File: src/sv/mcr_pkg.sv
// Shared constants and types for the midpoint circle rasterizer.
package mcr_pkg;

	// Default coordinate width
	localparam int COORD_BITS_DEF = 12;

	// Operation codes carried on the input tuser bit
	localparam logic OP_START = 1'b0;
	localparam logic OP_STEP  = 1'b1;

	// Decision term constants
	localparam int DEC_INIT   = 3;
	localparam int DEC_INC_E  = 6;
	localparam int DEC_INC_SE = 10;

	// Pixels emitted per octant step
	localparam int PIX_PER_STEP = 8;
	localparam int PIX_IDX_BITS = $clog2(PIX_PER_STEP);

	// Load request from the step core to the pixel emitter
	typedef struct packed {
		logic load;
		logic done;
	} emit_req_t;

endpackage

File: src/sv/mcr_core.sv
// Input register, circle state and one decision-term step per octant point.
module mcr_core #(
	parameter int COORD_BITS = mcr_pkg::COORD_BITS_DEF
) (
	input  logic                    clk,
	input  logic                    arst_n,
	// request side
	input  logic                    in_valid,
	output logic                    in_ready,
	input  logic                    in_op,
	input  logic [COORD_BITS-1:0]   in_cx,
	input  logic [COORD_BITS-1:0]   in_cy,
	input  logic [COORD_BITS-1:0]   in_r,
	// emitter side
	input  logic                    emit_ready,
	output mcr_pkg::emit_req_t      emit_req,
	output logic [COORD_BITS-1:0]   cx,
	output logic [COORD_BITS-1:0]   cy,
	output logic [COORD_BITS-1:0]   ox,
	output logic [COORD_BITS-1:0]   oy
);

	localparam int DW = COORD_BITS + 4;
	localparam int WW = COORD_BITS + 2;

	// input stage
	logic                  valid_s1;
	logic                  op_s1;
	logic [COORD_BITS-1:0] cx_s1, cy_s1, r_s1;

	// circle state
	logic                  active_q;
	logic [COORD_BITS-1:0] cx_q, cy_q, x_q, y_q;
	logic signed [DW-1:0]  d_q;

	logic                  is_start, is_step, consume;
	logic signed [DW-1:0]  x_d, y_d, nd_e, nd_se, nd, d_init;
	logic signed [WW-1:0]  y_w, nx_w, ny;
	logic                  d_neg, done;
	logic [COORD_BITS-1:0] x_next, y_next;

	// handshake: a start or an idle step is absorbed at once,
	// an active step waits for the emitter
	assign is_start = valid_s1 && (op_s1 == mcr_pkg::OP_START);
	assign is_step  = valid_s1 && (op_s1 == mcr_pkg::OP_STEP) && active_q;
	assign consume  = valid_s1 && (!is_step || emit_ready);
	assign in_ready = !valid_s1 || consume;

	// next octant point and decision term
	always_comb begin
		x_d    = {4'b0000, x_q};
		y_d    = {4'b0000, y_q};
		d_neg  = d_q[DW-1];
		nd_e   = d_q + (x_d <<< 2) + DW'(mcr_pkg::DEC_INC_E);
		nd_se  = d_q + ((x_d - y_d) <<< 2) + DW'(mcr_pkg::DEC_INC_SE);
		nd     = d_neg ? nd_e : nd_se;
		y_w    = {2'b00, y_q};
		nx_w   = {2'b00, x_q} + WW'(1);
		ny     = d_neg ? y_w : (y_w - WW'(1));
		done   = nx_w > ny;
		x_next = x_q + COORD_BITS'(1);
		y_next = ny[WW-1] ? '0 : ny[COORD_BITS-1:0];
		d_init = DW'(mcr_pkg::DEC_INIT) - {3'b000, r_s1, 1'b0};
	end

	// input register
	always_ff @(posedge clk or negedge arst_n) begin
		if (!arst_n) begin
			valid_s1 <= 1'b0;
		end else if (in_ready) begin
			valid_s1 <= in_valid;
		end
	end

	always_ff @(posedge clk) begin
		if (in_ready && in_valid) begin
			op_s1 <= in_op;
			cx_s1 <= in_cx;
			cy_s1 <= in_cy;
			r_s1  <= in_r;
		end
	end

	// circle state update
	always_ff @(posedge clk or negedge arst_n) begin
		if (!arst_n) begin
			active_q <= 1'b0;
			cx_q     <= '0;
			cy_q     <= '0;
			x_q      <= '0;
			y_q      <= '0;
			d_q      <= '0;
		end else if (consume) begin
			if (is_start) begin
				active_q <= 1'b1;
				cx_q     <= cx_s1;
				cy_q     <= cy_s1;
				x_q      <= '0;
				y_q      <= r_s1;
				d_q      <= d_init;
			end else if (is_step) begin
				active_q <= !done;
				x_q      <= x_next;
				y_q      <= y_next;
				d_q      <= nd;
			end
		end
	end

	// current point goes to the emitter together with the load
	assign emit_req.load = is_step && emit_ready;
	assign emit_req.done = done;
	assign cx = cx_q;
	assign cy = cy_q;
	assign ox = x_q;
	assign oy = y_q;

endmodule

File: src/sv/mcr_emit.sv
// Eight-way mirror of one octant point, one pixel per cycle while out_ready is high.
module mcr_emit #(
	parameter int COORD_BITS = mcr_pkg::COORD_BITS_DEF
) (
	input  logic                      clk,
	input  logic                      arst_n,
	input  mcr_pkg::emit_req_t        emit_req,
	output logic                      emit_ready,
	input  logic [COORD_BITS-1:0]     cx,
	input  logic [COORD_BITS-1:0]     cy,
	input  logic [COORD_BITS-1:0]     ox,
	input  logic [COORD_BITS-1:0]     oy,
	output logic                      out_valid,
	input  logic                      out_ready,
	output logic [COORD_BITS+1:0]     pixel_x,
	output logic [COORD_BITS+1:0]     pixel_y,
	output logic                      last_of_step,
	output logic                      circle_done
);

	localparam int PW = COORD_BITS + 2;
	localparam int NP = mcr_pkg::PIX_PER_STEP;
	localparam int IB = mcr_pkg::PIX_IDX_BITS;

	logic                 busy_q, done_q;
	logic [IB-1:0]        cnt_q;
	logic [PW-1:0]        px_q [NP];
	logic [PW-1:0]        py_q [NP];

	logic signed [PW-1:0] cxw, cyw, xw, yw;
	logic                 is_last, take;

	assign is_last    = (cnt_q == IB'(NP - 1));
	assign take       = busy_q && out_ready;
	assign emit_ready = !busy_q || (take && is_last);

	// mirrored coordinates
	always_comb begin
		cxw = {2'b00, cx};
		cyw = {2'b00, cy};
		xw  = {2'b00, ox};
		yw  = {2'b00, oy};
	end

	// pixel registers loaded for a whole step
	always_ff @(posedge clk) begin
		if (emit_req.load) begin
			px_q[0] <= cxw + xw;  py_q[0] <= cyw + yw;
			px_q[1] <= cxw + xw;  py_q[1] <= cyw - yw;
			px_q[2] <= cxw - xw;  py_q[2] <= cyw + yw;
			px_q[3] <= cxw - xw;  py_q[3] <= cyw - yw;
			px_q[4] <= cxw + yw;  py_q[4] <= cyw + xw;
			px_q[5] <= cxw + yw;  py_q[5] <= cyw - xw;
			px_q[6] <= cxw - yw;  py_q[6] <= cyw + xw;
			px_q[7] <= cxw - yw;  py_q[7] <= cyw - xw;
			done_q  <= emit_req.done;
		end
	end

	// pixel sequencer
	always_ff @(posedge clk or negedge arst_n) begin
		if (!arst_n) begin
			busy_q <= 1'b0;
			cnt_q  <= '0;
		end else if (emit_req.load) begin
			busy_q <= 1'b1;
			cnt_q  <= '0;
		end else if (take) begin
			if (is_last) begin
				busy_q <= 1'b0;
			end
			cnt_q <= cnt_q + IB'(1);
		end
	end

	assign out_valid    = busy_q;
	assign pixel_x      = px_q[cnt_q];
	assign pixel_y      = py_q[cnt_q];
	assign last_of_step = is_last;
	assign circle_done  = is_last && done_q;

endmodule

File: src/sv/midpoint_circle_rasterizer.sv
// Top level of the midpoint circle rasterizer.
// Usage:
//  Slave channel: s_axis_tuser is the op (0 = start a circle, 1 = one octant
//  step); s_axis_tdata holds center_x, center_y and radius. A start latches
//  the circle and emits nothing; a step with no active circle is dropped.
//  Master channel: one pixel per transfer, eight per step; tlast marks the
//  eighth pixel of a step and tuser marks the final pixel of the circle.
//  A step reaches tvalid through the input register, then the pixel registers.
//  Throughput: one pixel per cycle while m_axis_tready is high, eight per
//  step, set by the single output port of the pixel sequencer; a waiting
//  step is loaded in the cycle its predecessor's last pixel is taken, so
//  pixels flow without gaps. Starts and idle steps are taken one per cycle
//  unless an active step waits ahead of them.
//  Stalls: when m_axis_tready is low the current pixel holds; the input
//  register still takes requests, but once it holds an active step,
//  s_axis_tready drops until that step can move into the pixel registers.
//  Reset: arst_n clears the active flag and all valid flags; no circle is
//  active afterwards and no pixel is pending.
module midpoint_circle_rasterizer #(
	parameter int COORD_BITS = mcr_pkg::COORD_BITS_DEF
) (
	input  logic                                   clk,
	input  logic                                   arst_n,
	input  logic                                   s_axis_tvalid,
	output logic                                   s_axis_tready,
	// bits up: center_x, center_y, radius, zero fill
	input  logic [((3*COORD_BITS+7)/8)*8-1:0]      s_axis_tdata,
	// op
	input  logic                                   s_axis_tuser,
	output logic                                   m_axis_tvalid,
	input  logic                                   m_axis_tready,
	// bits up: pixel_x, pixel_y, zero fill
	output logic [((2*(COORD_BITS+2)+7)/8)*8-1:0]  m_axis_tdata,
	// last_of_step
	output logic                                   m_axis_tlast,
	// circle_done
	output logic                                   m_axis_tuser
);

	localparam int ODW = ((2*(COORD_BITS+2)+7)/8)*8;
	localparam int PW  = COORD_BITS + 2;

	mcr_pkg::emit_req_t    emit_req;
	logic                  emit_ready;
	logic [COORD_BITS-1:0] cx, cy, ox, oy;
	logic [PW-1:0]         pixel_x, pixel_y;

	// circle state and step arithmetic
	mcr_core #(.COORD_BITS(COORD_BITS)) u_core (
		.clk        (clk),
		.arst_n     (arst_n),
		.in_valid   (s_axis_tvalid),
		.in_ready   (s_axis_tready),
		.in_op      (s_axis_tuser),
		.in_cx      (s_axis_tdata[COORD_BITS-1:0]),
		.in_cy      (s_axis_tdata[2*COORD_BITS-1:COORD_BITS]),
		.in_r       (s_axis_tdata[3*COORD_BITS-1:2*COORD_BITS]),
		.emit_ready (emit_ready),
		.emit_req   (emit_req),
		.cx         (cx),
		.cy         (cy),
		.ox         (ox),
		.oy         (oy)
	);

	// eight-way pixel sequencer
	mcr_emit #(.COORD_BITS(COORD_BITS)) u_emit (
		.clk          (clk),
		.arst_n       (arst_n),
		.emit_req     (emit_req),
		.emit_ready   (emit_ready),
		.cx           (cx),
		.cy           (cy),
		.ox           (ox),
		.oy           (oy),
		.out_valid    (m_axis_tvalid),
		.out_ready    (m_axis_tready),
		.pixel_x      (pixel_x),
		.pixel_y      (pixel_y),
		.last_of_step (m_axis_tlast),
		.circle_done  (m_axis_tuser)
	);

	// pack output data
	assign m_axis_tdata = ODW'({pixel_y, pixel_x});

endmodule

File: config.mk
export PLATFORM = sky130hd
export DESIGN_NAME = midpoint_circle_rasterizer
export DESIGN_NICKNAME = d
export VERILOG_FILES = /design/src/sv/mcr_pkg.sv /design/src/sv/mcr_core.sv /design/src/sv/mcr_emit.sv /design/src/sv/midpoint_circle_rasterizer.sv
export SDC_FILE = /design/constraint.sdc
export NUM_CORES = 1
export LEC_CHECK = 0
export BUFFER_PORTS_ARGS = -buffer_cell sky130_fd_sc_hd__buf_4
export CAP_MARGIN = 10
export CORE_MARGIN = 4
export CORE_UTILIZATION = 63
export DETAILED_ROUTE_END_ITERATION = 10
export GPL_ROUTABILITY_DRIVEN = 0
export GPL_TIMING_DRIVEN = 1
export PLACE_DENSITY = 0.82
export SYNTH_ARGS = -nofsm -noshare
export SYNTH_HDL_FRONTEND = slang
export SYNTH_HIERARCHICAL = 1
export SYNTH_SLANG_ARGS = --single-unit
File: constraint.sdc
create_clock -name clk -period 11.34 [get_ports clk]
set_input_delay 0 -clock clk [delete_from_list [all_inputs] [get_ports clk]]
set_output_delay 0 -clock clk [all_outputs]
set_load 0.03 [all_outputs]
# Word-level counts from Yosys, hierarchy flattened
# Memory sizes are Yosys's and may differ from the RTL's.
# Cells that the tools add are included.
[word_totals]
elab_cells = 77
romBits = 0
ff_bits = 108
mem_count = 2
inputBits = 45
mem_bits_rw = 224
latch_bits = 0
[memory_table]
columns = ["name", "words", "word_bits", "read_ports", "rd_clocked_by_memory_dff", "write_ports", "line", "text"]
rows = [
  ["u_emit.px_q", 8, 14, 1, 0, 8, "mcr_emit.sv:27", "logic [PW-1:0] px_q [NP];"],
  ["u_emit.py_q", 8, 14, 1, 0, 8, "mcr_emit.sv:28", "logic [PW-1:0] py_q [NP];"],
]
[op_classes]
n_mul = 0
add_sub_neg = 18
n_div = 0
eq_ne = 1
n_bitwise = 1
n_shift = 0
order_cmp = 1
n_mux = 18
n_reduce_logical = 22
[ops]
columns = ["cell", "n"]
rows = [
  ["subtractor 12 x 12 -> 13 bit", 5],
  ["two-way mux 12 bit", 5],
  ["adder 12 x 12 -> 13 bit", 4],
  ["two-way mux 16 bit", 3],
  ["adder 16 x 15 -> 16 bit", 1],
  ["adder 16 bit", 1],
  ["adder 16 x 4 -> 16 bit, second input constant", 1],
  ["adder 16 x 5 -> 16 bit, second input constant", 1],
  ["greater-than comparator 14 bit", 1],
  ["two-way mux 14 bit", 1],
  ["subtractor 2 x 13 -> 14 bit, first input constant", 1],
  ["adder 12 x 1 -> 13 bit, second input constant", 1],
  ["subtractor 12 x 1 -> 13 bit, second input constant", 1],
  ["adder 12 x 1 -> 12 bit, second input constant", 1],
  ["logical AND 1 bit", 9],
  ["two-way mux 1 bit", 7],
  ["two-way mux 3 bit", 2],
  ["AND reduction 2 bit", 3],
  ["nonzero test 2 bit", 3],
  ["zero test 1 bit", 4],
  ["adder 3 x 1 -> 3 bit, second input constant", 1],
  ["equality test 3 bit, second input constant", 1],
  ["logical OR 1 bit", 3],
  ["inverter 1 bit", 1],
]

# Logic depth before layout (Yosys ltp)
# Gate-level depths: netlist of run 1.
[logic_depth]
depth_word = 7
ltp_mapped = 18
depth_no_buf = 18

# Cells and area by module
# The synthesis of run 1 kept the hierarchy.
[modules_own_cells]
columns = ["module", "instances", "seq_area_each_um2", "cells_each", "area_each_um2"]
rows = [
  ["mcr_emit", 1, 3133.0, 770, 8301.7],
  ["mcr_core", 1, 2737.6, 710, 6776.5],
  ["midpoint_circle_rasterizer", 1, 0.0, 5, 33.8],
]

# Least setup slack after synthesis of run 1
# Ideal clock, no wire load.
[synth_path]
kind = "flip-flop to flip-flop"
start = "register u_emit.cnt_q[0]"
end = "register u_core.x_q[11], in the netlist u_core/ox[11]"
setup_slack_ps = 6155
n_path_buf = 2
required_time_ps = 11257
stages_incl_launch_ff = 11
period_less_slack_ps = 5185
arrival_time_ps = 5101
path_cell_list = "dfrtp_1 ha_1 ha_1 nand2_1 nand2_1 and3_1 clkbuf_1 nand2_1 inv_1 clkbuf_1 a22o_1"
[synth_via]
elab_chain_cells = 6
[synth_rtl]
columns = ["element", "line", "text"]
rows = [
  ["from (decl)", "mcr_emit.sv:26", "logic [IB-1:0] cnt_q;"],
  ["from (signal assigned)", "mcr_emit.sv:72", "cnt_q <= cnt_q + IB'(1);"],
  ["equality test 3 bit", "mcr_emit.sv:33", "assign is_last = (cnt_q == IB'(NP - 1));"],
  ["via m_axis_tlast", "midpoint_circle_rasterizer.sv:35", "output logic m_axis_tlast,"],
  ["logical AND 1 bit", "mcr_emit.sv:35", "assign emit_ready = !busy_q || (take && is_last);"],
  ["logical OR 1 bit", "mcr_emit.sv:35", ""],
  ["via emit_ready", "midpoint_circle_rasterizer.sv:44", "logic emit_ready;"],
  ["logical OR 1 bit", "mcr_core.sv:46", "assign consume = valid_s1 && (!is_step || emit_ready);"],
  ["logical AND 1 bit", "mcr_core.sv:46", ""],
  ["AND reduction 2 bit (no source line)", "n/a", ""],
  ["to (signal assigned)", "mcr_core.sv:103", "x_q <= x_next;"],
  ["to (decl)", "mcr_core.sv:33", "logic [COORD_BITS-1:0] cx_q, cy_q, x_q, y_q;"],
]
# The timed path passes the listed nets, and every way through them passes these cells.
# A chain may end at the register's enable or synchronous reset.

==> metrics.yaml, run 1 <==
layout:
  multi_input_area_um2: 8603
  diodes: 0
  postLayoutCellArea_um2: 17050
  fin_util: 0.7243
  fin_cells: 1910
  final_cell_mix: "ha_1, edfxtp_1, nand2_1, nor2_1, xnor2_1"
  layout_commonest_cell: "ha_1"
  final-seq-area_um2: 5871
  syn_to_final_growth_pct: 12.83
  nNetsFinal: 1805
  drive_gt1_frac: 0.1012
  fillers: 1715
power:
  p_total_mw: 4.878
  leakagePower_nw: 7.137
  peakVddDrop_uv: 330.5
  comb_power_share: 0.569
  power.switching_mw: 2.141
  power_density_nw_per_um2: 286.1
  seqPwrFrac: 0.265
  p_clk_frac: 0.166
  intPower_mw: 2.738
  switching_share: 0.4388
synth:
  ys_warn_count: 6
  synth_edf_count: 138
  ys_ff_latch: 207
  synth_top_area_frac: 0.2742
  synthCells: 1485
  synth_top_cell_by_area: "edfxtp_1"
  synth_area_um2: 15110
  async_flop_share: 0.3333
  synth_area_leaders: "edfxtp_1, ha_1, dfrtp_1, xnor2_1, mux4_2"
  ys_seq_area_frac: 0.3885
  syn_avg_cell_area_um2: 10.18
  ys.flop_type: "edfxtp_1"
  yosysUniqueCellTypes: 81
drt:
  viasPerCell: 6.353
  drc: 0
  finalWirelength_mm: 39.75
  drtIter0Drc: 1198
  ant_nets: 0
  wl_per_cell_um: 20.81
  dr.pass1.iters: 8
  vias: 12140
floorplanning:
  num_rows: 56
  start_util: 0.6419
  core_area_um2: 23540
  die_w_um: 162.9
  die_h_um: 162.9
  io_pins: 81
  die_area_um2: 26530
timing:
  slew_headroom: 0.2449
  rsz0062_at_grt: "false"
  tightest_slew_ps: 1133
  drv_slew: 0
  hold_viol_final: 0
  fmax_mhz: 206.8
  tns_ps: 0
  fin_crit_sh: 0.4264
  fin_crit_ps: 4835
  finalClockSkew_ps: 7.670
  setup_viol: 0
place:
  hpwl_mm: 28.47
  placed_cell_area_um2: 15830
  io_buffers: 72
  dp.cells: 1826
global_route:
  grt_pass1_vias: 12110
  grt_use_total: 0.2959
  grt_max_degree: 93
  grt_antenna_before_repair: 0
  grt_pass1_wl_mm: 62.18
  grt_overflow: 0
critical_path:
  required_ps: 11470
  startpoint_type: "register"
  path_cells: "ha_1 -> ha_1 -> nand2_1 -> nand2_1 -> and3_1 -> nand2_1 -> inv_4 -> buf_4"
  cpMaxStageDelayCell: "buf_4"
  reg2reg_depth: 8
  cp_max_fo: 92
  crit_path_frequent_cell: "nand2_1"
  arrival_ps: 4970
  cp-end-kind: "register"
  crit_path_max_incr_delay_ps: 930
  path_class: "register to register"
clocking:
  root_buffer: "clkbuf_16"
  cts_made_buffers: 24
  cts_resized: 0
  numClockSinks: 207
  worstSkewPairLatency_ps: 520
  htreeDepth: 1
  hold_buffers: 40
  cts_tree: "built"
  clockBufferDepth: 3
  cts_setup_buffers: 0
  cts.reportedPaths.clkPinSlew_ps: 60
job:
  maxCapViolations: 0
run_status:
  status: "finished, final reports clean"
hold_path:
  hp-class: "primary input to asynchronous set/reset pin"
## area by class of cell
class                           count  area share
Inverter                          100     0.02216
Timing Repair Buffer              117     0.05738
Multi-Input combinational cell   1123      0.5045
Tap cell                          319     0.02341
Clock inverter                     10    0.008952
Clock buffer                       34     0.03926
Sequential cell                   207      0.3443
## worst paths after layout
check,startpoint,end,slack [ps]
worst min-delay path,arst_n,u_core/cy[1],190
max in group asynchronous,arst_n,u_core/cx[4],10510
min in group clk,s_axis_tdata[13],u_core/cy_s1[1],200
worst min register to register,u_core/cx_s1[5],u_core/cx[5],440
worst max register to register,u_emit/cnt_q[1],u_emit/py_q[6][2],6510
worst max-delay path,u_emit/cnt_q[1],u_emit/py_q[6][2],6510
## metal layers
layer / GRT usage / part of all wire
met5: 0 / 0
met4: 0.1266 / 0.041
met3: 0.04100 / 0.070
met2: 0.5251 / 0.50
met1: 0.3616 / 0.39
## power groups by stage
stage	combinational (mW)	clock (mW)	sequential [mW]
after floorplan	2.11	0	1.20
after global placement	2.59	0	1.29
after detailed placement	2.69	0	1.31
after CTS	2.73	0.819	1.29
after global routing	3.03	0.859	1.32
final	2.78	0.808	1.29
## sequential cells by signal, summed over array words and instances, names as in the netlist
name and count:
u_core/ox 12, u_emit/px_q 50, u_core/cy_s1 12, u_core/cx 12, u_core/r_s1 12, u_core/d_q 15, u_emit/py_q 50, u_core/cy 12
u_core/op_s1 1, u_core/active_q 1, u_emit/out_valid 1, u_core/cx_s1 12, u_emit/done_q 1, u_core/oy 12, u_core/valid_s1 1, u_emit/cnt_q 3
## stage by stage
stage                     hold WS [ps]  setup WS (ps)
after global routing             186.3           6223
final                            188.4           6505
after detailed placement         179.3           6570
after floorplan                 -295.6           6155
after global placement           178.2           6658
after CTS                        175.7           6574
## synthesized netlist by cell type, types with 4 or more instances
library cell	count
a211oi_1	18
a21o_1	13
a21oi_1	83
a22o_1	8
a311oi_1	5
a31oi_1	24
a32oi_1	4
and2_1	12
and3_1	10
buf_2	13
buf_4	9
clkbuf_1	31
dfrtp_1	69
edfxtp_1	138
fa_1	11
ha_1	176
inv_1	96
inv_2	4
mux2i_1	8
mux4_2	22
nand2_1	127
nand2b_1	18
nand3_1	25
nand4_1	8
nor2_1	108
nor2b_1	35
nor3_1	42
nor4_1	5
o2111ai_1	13
o211ai_1	13
o21a_1	23
o21ai_0	52
o21ai_1	5
o21bai_1	32
o22ai_1	5
o31ai_1	5
or3_1	15
xnor2_1	97
xor2_1	32
## cells by family after synthesis
group | Yosys count | synth area share
compound gates | 347 | 0.1581
xor+xnor | 129 | 0.07476
fa+ha+maj | 187 | 0.1603
buf+inv | 158 | 0.04355
flops | 207 | 0.3885
mux | 33 | 0.04032
other cells | 1 | 0.0002481
simple gates | 423 | 0.1342
## worst max-delay path, delay by kind of cell (launching register included)
kind                     cells  cell delay (ps)
flip-flops                   1              920
adder cells (fa/ha/maj)      2              610
AND/OR/NAND/NOR              4             1370
buffers and inverters        2             1460
No activity file was read; power rests on OpenSTA's default activity.
==> run 2: changes to the inputs <==
ABC_AREA = 1   (was not set)
clock period = 4.8 ns   (was 11.34 ns; I/O delays follow)
==> metrics.yaml, run 2 <==
run_status:
  status: "finished, final reports clean"
global_route:
  grt_max_degree: 70
  grt_use_total: 0.3357
  grt_overflow: 0
  grt_antenna_before_repair: 2
  grt_pass1_wl_mm: 76.03
  grt_pass1_vias: 14410
timing:
  rsz0062_at_grt: "false"
  tightest_slew_ps: 1112
  hold_viol_final: 0
  finalClockSkew_ps: 28.77
  slew_headroom: 0.2569
  tns_ps: 0
  drv_slew: 0
  fmax_mhz: 261.6
  setup_viol: 0
  fin_crit_ps: 3822
  fin_crit_sh: 0.7963
layout:
  layout_commonest_cell: "nand2_1"
  fillers: 1905
  nNetsFinal: 2449
  fin_util: 0.7245
  final_cell_mix: "nand2_1, inv_1, nor2_1, ha_1, edfxtp_1"
  syn_to_final_growth_pct: 12.71
  reg_top3: "u_emit/px_q: 50 flops, u_emit/py_q: 50 flops, u_core/d_q: 15 flops"
  drive_gt1_frac: 0.07162
critical_path:
  r2r_start: "u_core/oy[0]"
  path_cells: "ha_1 -> fa_1 -> o21ai_0 -> o21ai_0 -> inv_1 -> a21oi_1 -> nor2_1 -> nor2_1 -> xnor2_1 -> ha_1 -> ha_1 -> nand2_1 -> nor2_1 -> inv_1 -> nor2_1 -> nand2_1 -> nand2_1 -> nand2_1 -> nand3_1 -> nand3_1 -> nand2_1 -> nand2_1 -> a21oi_1"
  crit_path_max_incr_delay_ps: 520
  regToRegSetupSlack_ps: 980
  cp-end-kind: "register"
  r2r_end: "u_core/d_q[15]"
  required_ps: 5270
  reg2reg_depth: 23
  cp_max_fo: 7
  startpoint_type: "register"
  cpMaxStageDelayCell: "dfrtp_1"
  path_class: "register to register"
  arrival_ps: 4300
  crit_path_frequent_cell: "nand2_1"
synth:
  syn_avg_cell_area_um2: 7.672
  yosysUniqueCellTypes: 52
  synthCells: 2122
  synth_area_um2: 16280
  ys_warn_count: 6
  synth_top_cell_by_area: "edfxtp_1"
  ys_seq_area_frac: 0.3606
  synth_edf_count: 138
  synth_top_area_frac: 0.2545
  synth_area_leaders: "edfxtp_1, nand2_1, ha_1, dfrtp_1, inv_1"
  async_flop_share: 0.3333
  ys_ff_latch: 207
  ys_top_cells_by_count: "nand2_1, inv_1, nor2_1"
  yosys.cell_count.top_type: "nand2_1"
  ys.flop_type: "edfxtp_1"
clocking:
  cts_made_buffers: 23
  cts.reportedPaths.clkPinSlew_ps: 70
  cts_setup_buffers: 0
  hold_buffers: 40
  numClockSinks: 207
  clockBufferDepth: 3
  root_buffer: "clkbuf_16"
  cts_resized: 0
  cts_tree: "built"
  htreeDepth: 1
  worstSkewPairLatency_ps: 540
place:
  hpwl_mm: 35.94
  io_buffers: 72
job:
  maxCapViolations: 0
floorplanning:
  core_area_um2: 25330
  start_util: 0.6428
  num_rows: 58
  io_pins: 81
  die_w_um: 168.8
  die_h_um: 168.8
  die_area_um2: 28480
hold_path:
  hp-class: "primary input to asynchronous set/reset pin"
drt:
  drtIter0Drc: 2103
  finalWirelength_mm: 48.86
  dr.pass1.iters: 8
  drc: 0
  viasPerCell: 6.041
  ant_nets: 0
  wl_per_cell_um: 19.05
  vias: 15490
power:
  power_density_nw_per_um2: 720.2
  leakagePower_nw: 9.178
  peakVddDrop_uv: 559.9
-- run 2: cell types whose count changed in the layout (fill, tap and decap cells not counted), sizes merged, moves of 25 or more --
cell	delta
nand2	+482
inv	+184
nor2	+104
nand3	+92
xnor2	-74
o21ai	+48
nor2b	-35
a21oi	+31
o22ai	+26
nand4	+25
-- run 2: where the power goes --
| group | switching [mW] | internal [mW] | total [mW] | leakage, nW |
|---|---|---|---|---|
| clock | 0.757 | 1.32 | 2.07 | 0.441 |
| sequential | 0.562 | 2.59 | 3.15 | 2.12 |
| combinational | 5.32 | 2.68 | 8.00 | 6.62 |
| total | 6.64 | 6.58 | 13.2 | 9.18 |
-- run 2: area by class of cell --
cell class / count / area [um^2] / share of cell area
Sequential cell: 207 / 5871 / 0.3199
Multi-Input combinational cell: 1576 / 9041 / 0.4927
Clock inverter: 14 / 272.8 / 0.01486
Inverter: 283 / 1067 / 0.05816
Antenna cell: 1 / 2.502 / 0.0001364
Clock buffer: 28 / 624.3 / 0.03402
Tap cell: 330 / 412.9 / 0.02250
Timing Repair Buffer: 126 / 1059 / 0.05768
-- run 2: cell families (layout without fill, tap and decap cells) --
kind of cell             after synthesis  in the layout  share of synthesized area
AO/OA/AOI/OAI                        294            294                     0.1033
XOR/XNOR                              76             76                    0.04089
adder cells (fa/ha/maj)              187            187                     0.1488
buffers and inverters                342            451                    0.08577
flip-flops                           207            207                     0.3606
multiplexers                           1              1                  0.0006148
other                                  1              5                  0.0002303
AND/OR/NAND/NOR                     1014           1014                     0.2598
-- run 2: how the worst max path moves through the flow --
stage / end / depth (start not counted) / slack, ps / startpoint
after floorplan: u_emit/cnt_q[2] / 12 / 1300 / u_emit/cnt_q[0]
after global placement: u_core/d_q[15] / 24 / 1070 / u_core/oy[0]
after detailed placement: u_core/d_q[15] / 23 / 1040 / u_core/oy[0]
after CTS: u_core/d_q[15] / 23 / 1020 / u_core/oy[0]
after global routing: u_core/d_q[15] / 23 / 640 / u_core/oy[0]
final: u_core/d_q[15] / 23 / 980 / u_core/oy[0]
-- run 2: critical path, delay by kind of cell (launching register included) --
kind | cells | cell delay (ps)
AOI/OAI and AO/OA | 4 | 600
and+or+nand+nor | 12 | 990
buffers and inverters | 2 | 180
xor gates and xnor gates | 1 | 120
DFF | 1 | 520
adders and majority gates | 4 | 1340
-- run 2: metrics by stage --
step / std cells / hold slack, ps / cell area, um^2 / setup WS (ps) / power (mW)
after floorplan: 2125 / -295.6 / 16290 / 1296 / 8.664
after global placement: 2482 / 178.6 / 17050 / 1066 / 10.55
after detailed placement: 2482 / 179.5 / 17050 / 1040 / 10.79
after CTS: 2564 / 166.7 / 18350 / 1016 / 12.95
after global routing: 2564 / 178.9 / 18350 / 637.3 / 14.13
final: 2565 / 118.6 / 18350 / 977.9 / 13.22
-- run 2: per-layer routing --
metal / vias to the layer above / share of wire / global-route usage
met3: 201 / 0.13 / 0.07940
li1: 7139 / - / -
met1: 7046 / 0.38 / 0.4432
met4: 4 / 0.052 / 0.1436
met2: 1104 / 0.44 / 0.5325
met5: - / 0.00055 / 0
==> run 3: changes to the inputs <==
ABC_AREA = 0   (was 1)
clock period = 3.9 ns   (was 4.8 ns; I/O delays follow)
==> metrics.yaml, run 3 (same netlist as run 1, synthesis figures left out) <==
power:
  seqPwrFrac: 0.230
  leakagePower_nw: 7.442
  intPower_mw: 8.680
  p_total_mw: 15.43
  comb_power_share: 0.621
  peakVddDrop_uv: 631.6
  power_density_nw_per_um2: 874.5
  p_clk_frac: 0.149
  power.switching_mw: 6.753
  switching_share: 0.4376
floorplanning:
  num_rows: 56
  core_area_um2: 23540
  io_pins: 81
  die_area_um2: 26530
  die_w_um: 162.9
  start_util: 0.6419
  die_h_um: 162.9
clocking:
  cts.reportedPaths.clkPinSlew_ps: 60
  cts_tree: "built"
  numClockSinks: 207
  cts_made_buffers: 23
  root_buffer: "clkbuf_16"
  clockBufferDepth: 3
  htreeDepth: 1
  worstSkewPairLatency_ps: 520
critical_path:
  path_class: "register to register"
  cp-end-kind: "register"
  cpMaxStageDelayCell: "dfrtp_1"
  arrival_ps: 4250
  startpoint_type: "register"
  cp_max_fo: 2
  path_cells: "ha_4 -> fa_2 -> nor2b_2 -> o31a_1 -> o21a_1 -> nor2_2 -> xnor2_1 -> ha_1 -> ha_4 -> a2111oi_4 -> o21ai_2 -> buf_4 -> buf_4 -> buf_4 -> buf_4 -> buf_4 -> a21oi_1 -> o21bai_1 -> nand3_1 -> a31oi_1"
  crit_path_frequent_cell: "buf_4"
  required_ps: 4280
  crit_path_max_incr_delay_ps: 410
job:
  maxCapViolations: 0
timing:
  rsz0062_at_grt: "true"
  finalClockSkew_ps: 16.56
  hold_viol_final: 0
  tightest_slew_ps: 1041
  setup_viol: 0
  drv_slew: 0
  fin_crit_sh: 0.9919
  fmax_mhz: 258.5
  fin_crit_ps: 3868
  slew_headroom: 0.3058
  timing.final.ws_setup_ps: 31.70
drt:
  viasPerCell: 6.468
  drtIter0Drc: 1482
  vias: 12700
  ant_nets: 0
  finalWirelength_mm: 42.65
  wl_per_cell_um: 21.72
  drc: 0
  dr.pass1.iters: 6
global_route:
  grtUsageMet3: 0.04176
  grt_antenna_before_repair: 0
  gr-usage-met2: 0.5498
  grt_overflow: 0
  busiest_layer: "met2"
  grt_max_degree: 72
  grt_pass1_wl_mm: 66.02
  grt_use_total: 0.3129
  grt_pass1_vias: 12630
  grt_util_met1: 0.3928
layout:
  diodes: 0
  layout_commonest_cell: "ha_1"
  syn_to_final_growth_pct: 16.78
  nNetsFinal: 1861
  reg_top3: "u_emit/px_q: 50 flops, u_emit/py_q: 50 flops, u_core/d_q: 15 flops"
  final_cell_mix: "ha_1, edfxtp_1, buf_4, nand2_1, nor2_1"
  drive_gt1_frac: 0.1526
place:
  dp_slack_ps: -63.21
  hpwl_mm: 30.22
  io_buffers: 72
hold_path:
  hp-class: "primary input to asynchronous set/reset pin"
run_status:
  status: "finished, final reports clean"
[run 3: cell types whose count changed in the layout (fill, tap and decap cells not counted), sizes merged, moves of 26 or more]
cell / change
xnor2: +74
o21ai: -48
a21oi: -31
nand3: -92
buf: +48
nor2: -104
nand2: -482
o22ai: -26
inv: -184
nor2b: +35
[run 3: critical path, delay by kind of cell, from the launching register on]
kind,cells,cell delay [ps]
AOI/OAI and AO/OA,7,1160
xor gates and xnor gates,1,130
adders and majority gates,4,1110
buffers and inverters,5,650
DFF,1,410
and+or+nand+nor,3,270
[run 3: per-layer routing]
metal  part of all wire  up-vias
met5                  0        -
met2               0.50      742
met1               0.37     6112
li1                   -     5682
met4              0.045        0
met3              0.082      167
[run 3: what timing repair did]
action | CTS | global route
setup buffers | 5 | 8
setup endpoints to repair | 3 | 6
hold buffers | 40 | 0
pin swaps | 2 | 24
gates resized for setup | 8 | 25
endpoints found under the hold margin | 110 | 0
[run 3: area by class of cell]
cell class | count | area, um^2
multi-input combinational | 1123 | 8786
inverter | 100 | 377.9
sequential | 207 | 5874
tap | 319 | 399.1
clock inverter | 13 | 167.7
fill | 1601 | 5894
clock buffer | 28 | 624.3
timing repair buffer | 174 | 1419
[run 3: stage by stage]
step / instances / hold slack (ps) / TNS (ps) / cell area (um^2) / utilization
finish: 1964 / 179.0 / 0 / 17650 / 0.7496
detailed placement: 1870 / 179.3 / -165.0 / 16190 / 0.6879
floorplan: 1488 / -295.6 / 0 / 15150 / -
global route: 1964 / 196.4 / -383.3 / 17650 / 0.7496
global placement: 1870 / 178.0 / 0 / 16190 / 0.6879
CTS: 1956 / 181.6 / -9.040 / 17450 / 0.7411
[run 3: power by group through the flow]
stage / clock network, mW / logic, mW / registers (mW)
after floorplan: 0 / 6.20 / 3.50
after global placement: 0 / 8.15 / 3.53
after detailed placement: 0 / 8.46 / 3.56
after CTS: 2.33 / 8.88 / 3.53
after global routing: 2.42 / 10.3 / 3.58
final: 2.30 / 9.58 / 3.55
[run 3: worst paths after layout]
kind,startpoint,endpoint,slack (ps),cells past startpoint
max in group asynchronous,arst_n,u_core/oy[1],2980,2
min in group clk,s_axis_tdata[13],u_core/cy_s1[1],190,2
worst max register to register,u_core/oy[0],u_core/d_q[9],30,20
worst min register to register,u_core/cx_s1[5],u_core/cx[5],440,2
worst max-delay path,u_core/oy[0],u_core/d_q[9],30,20
worst min-delay path,arst_n,u_emit/cnt_q[0],180,2
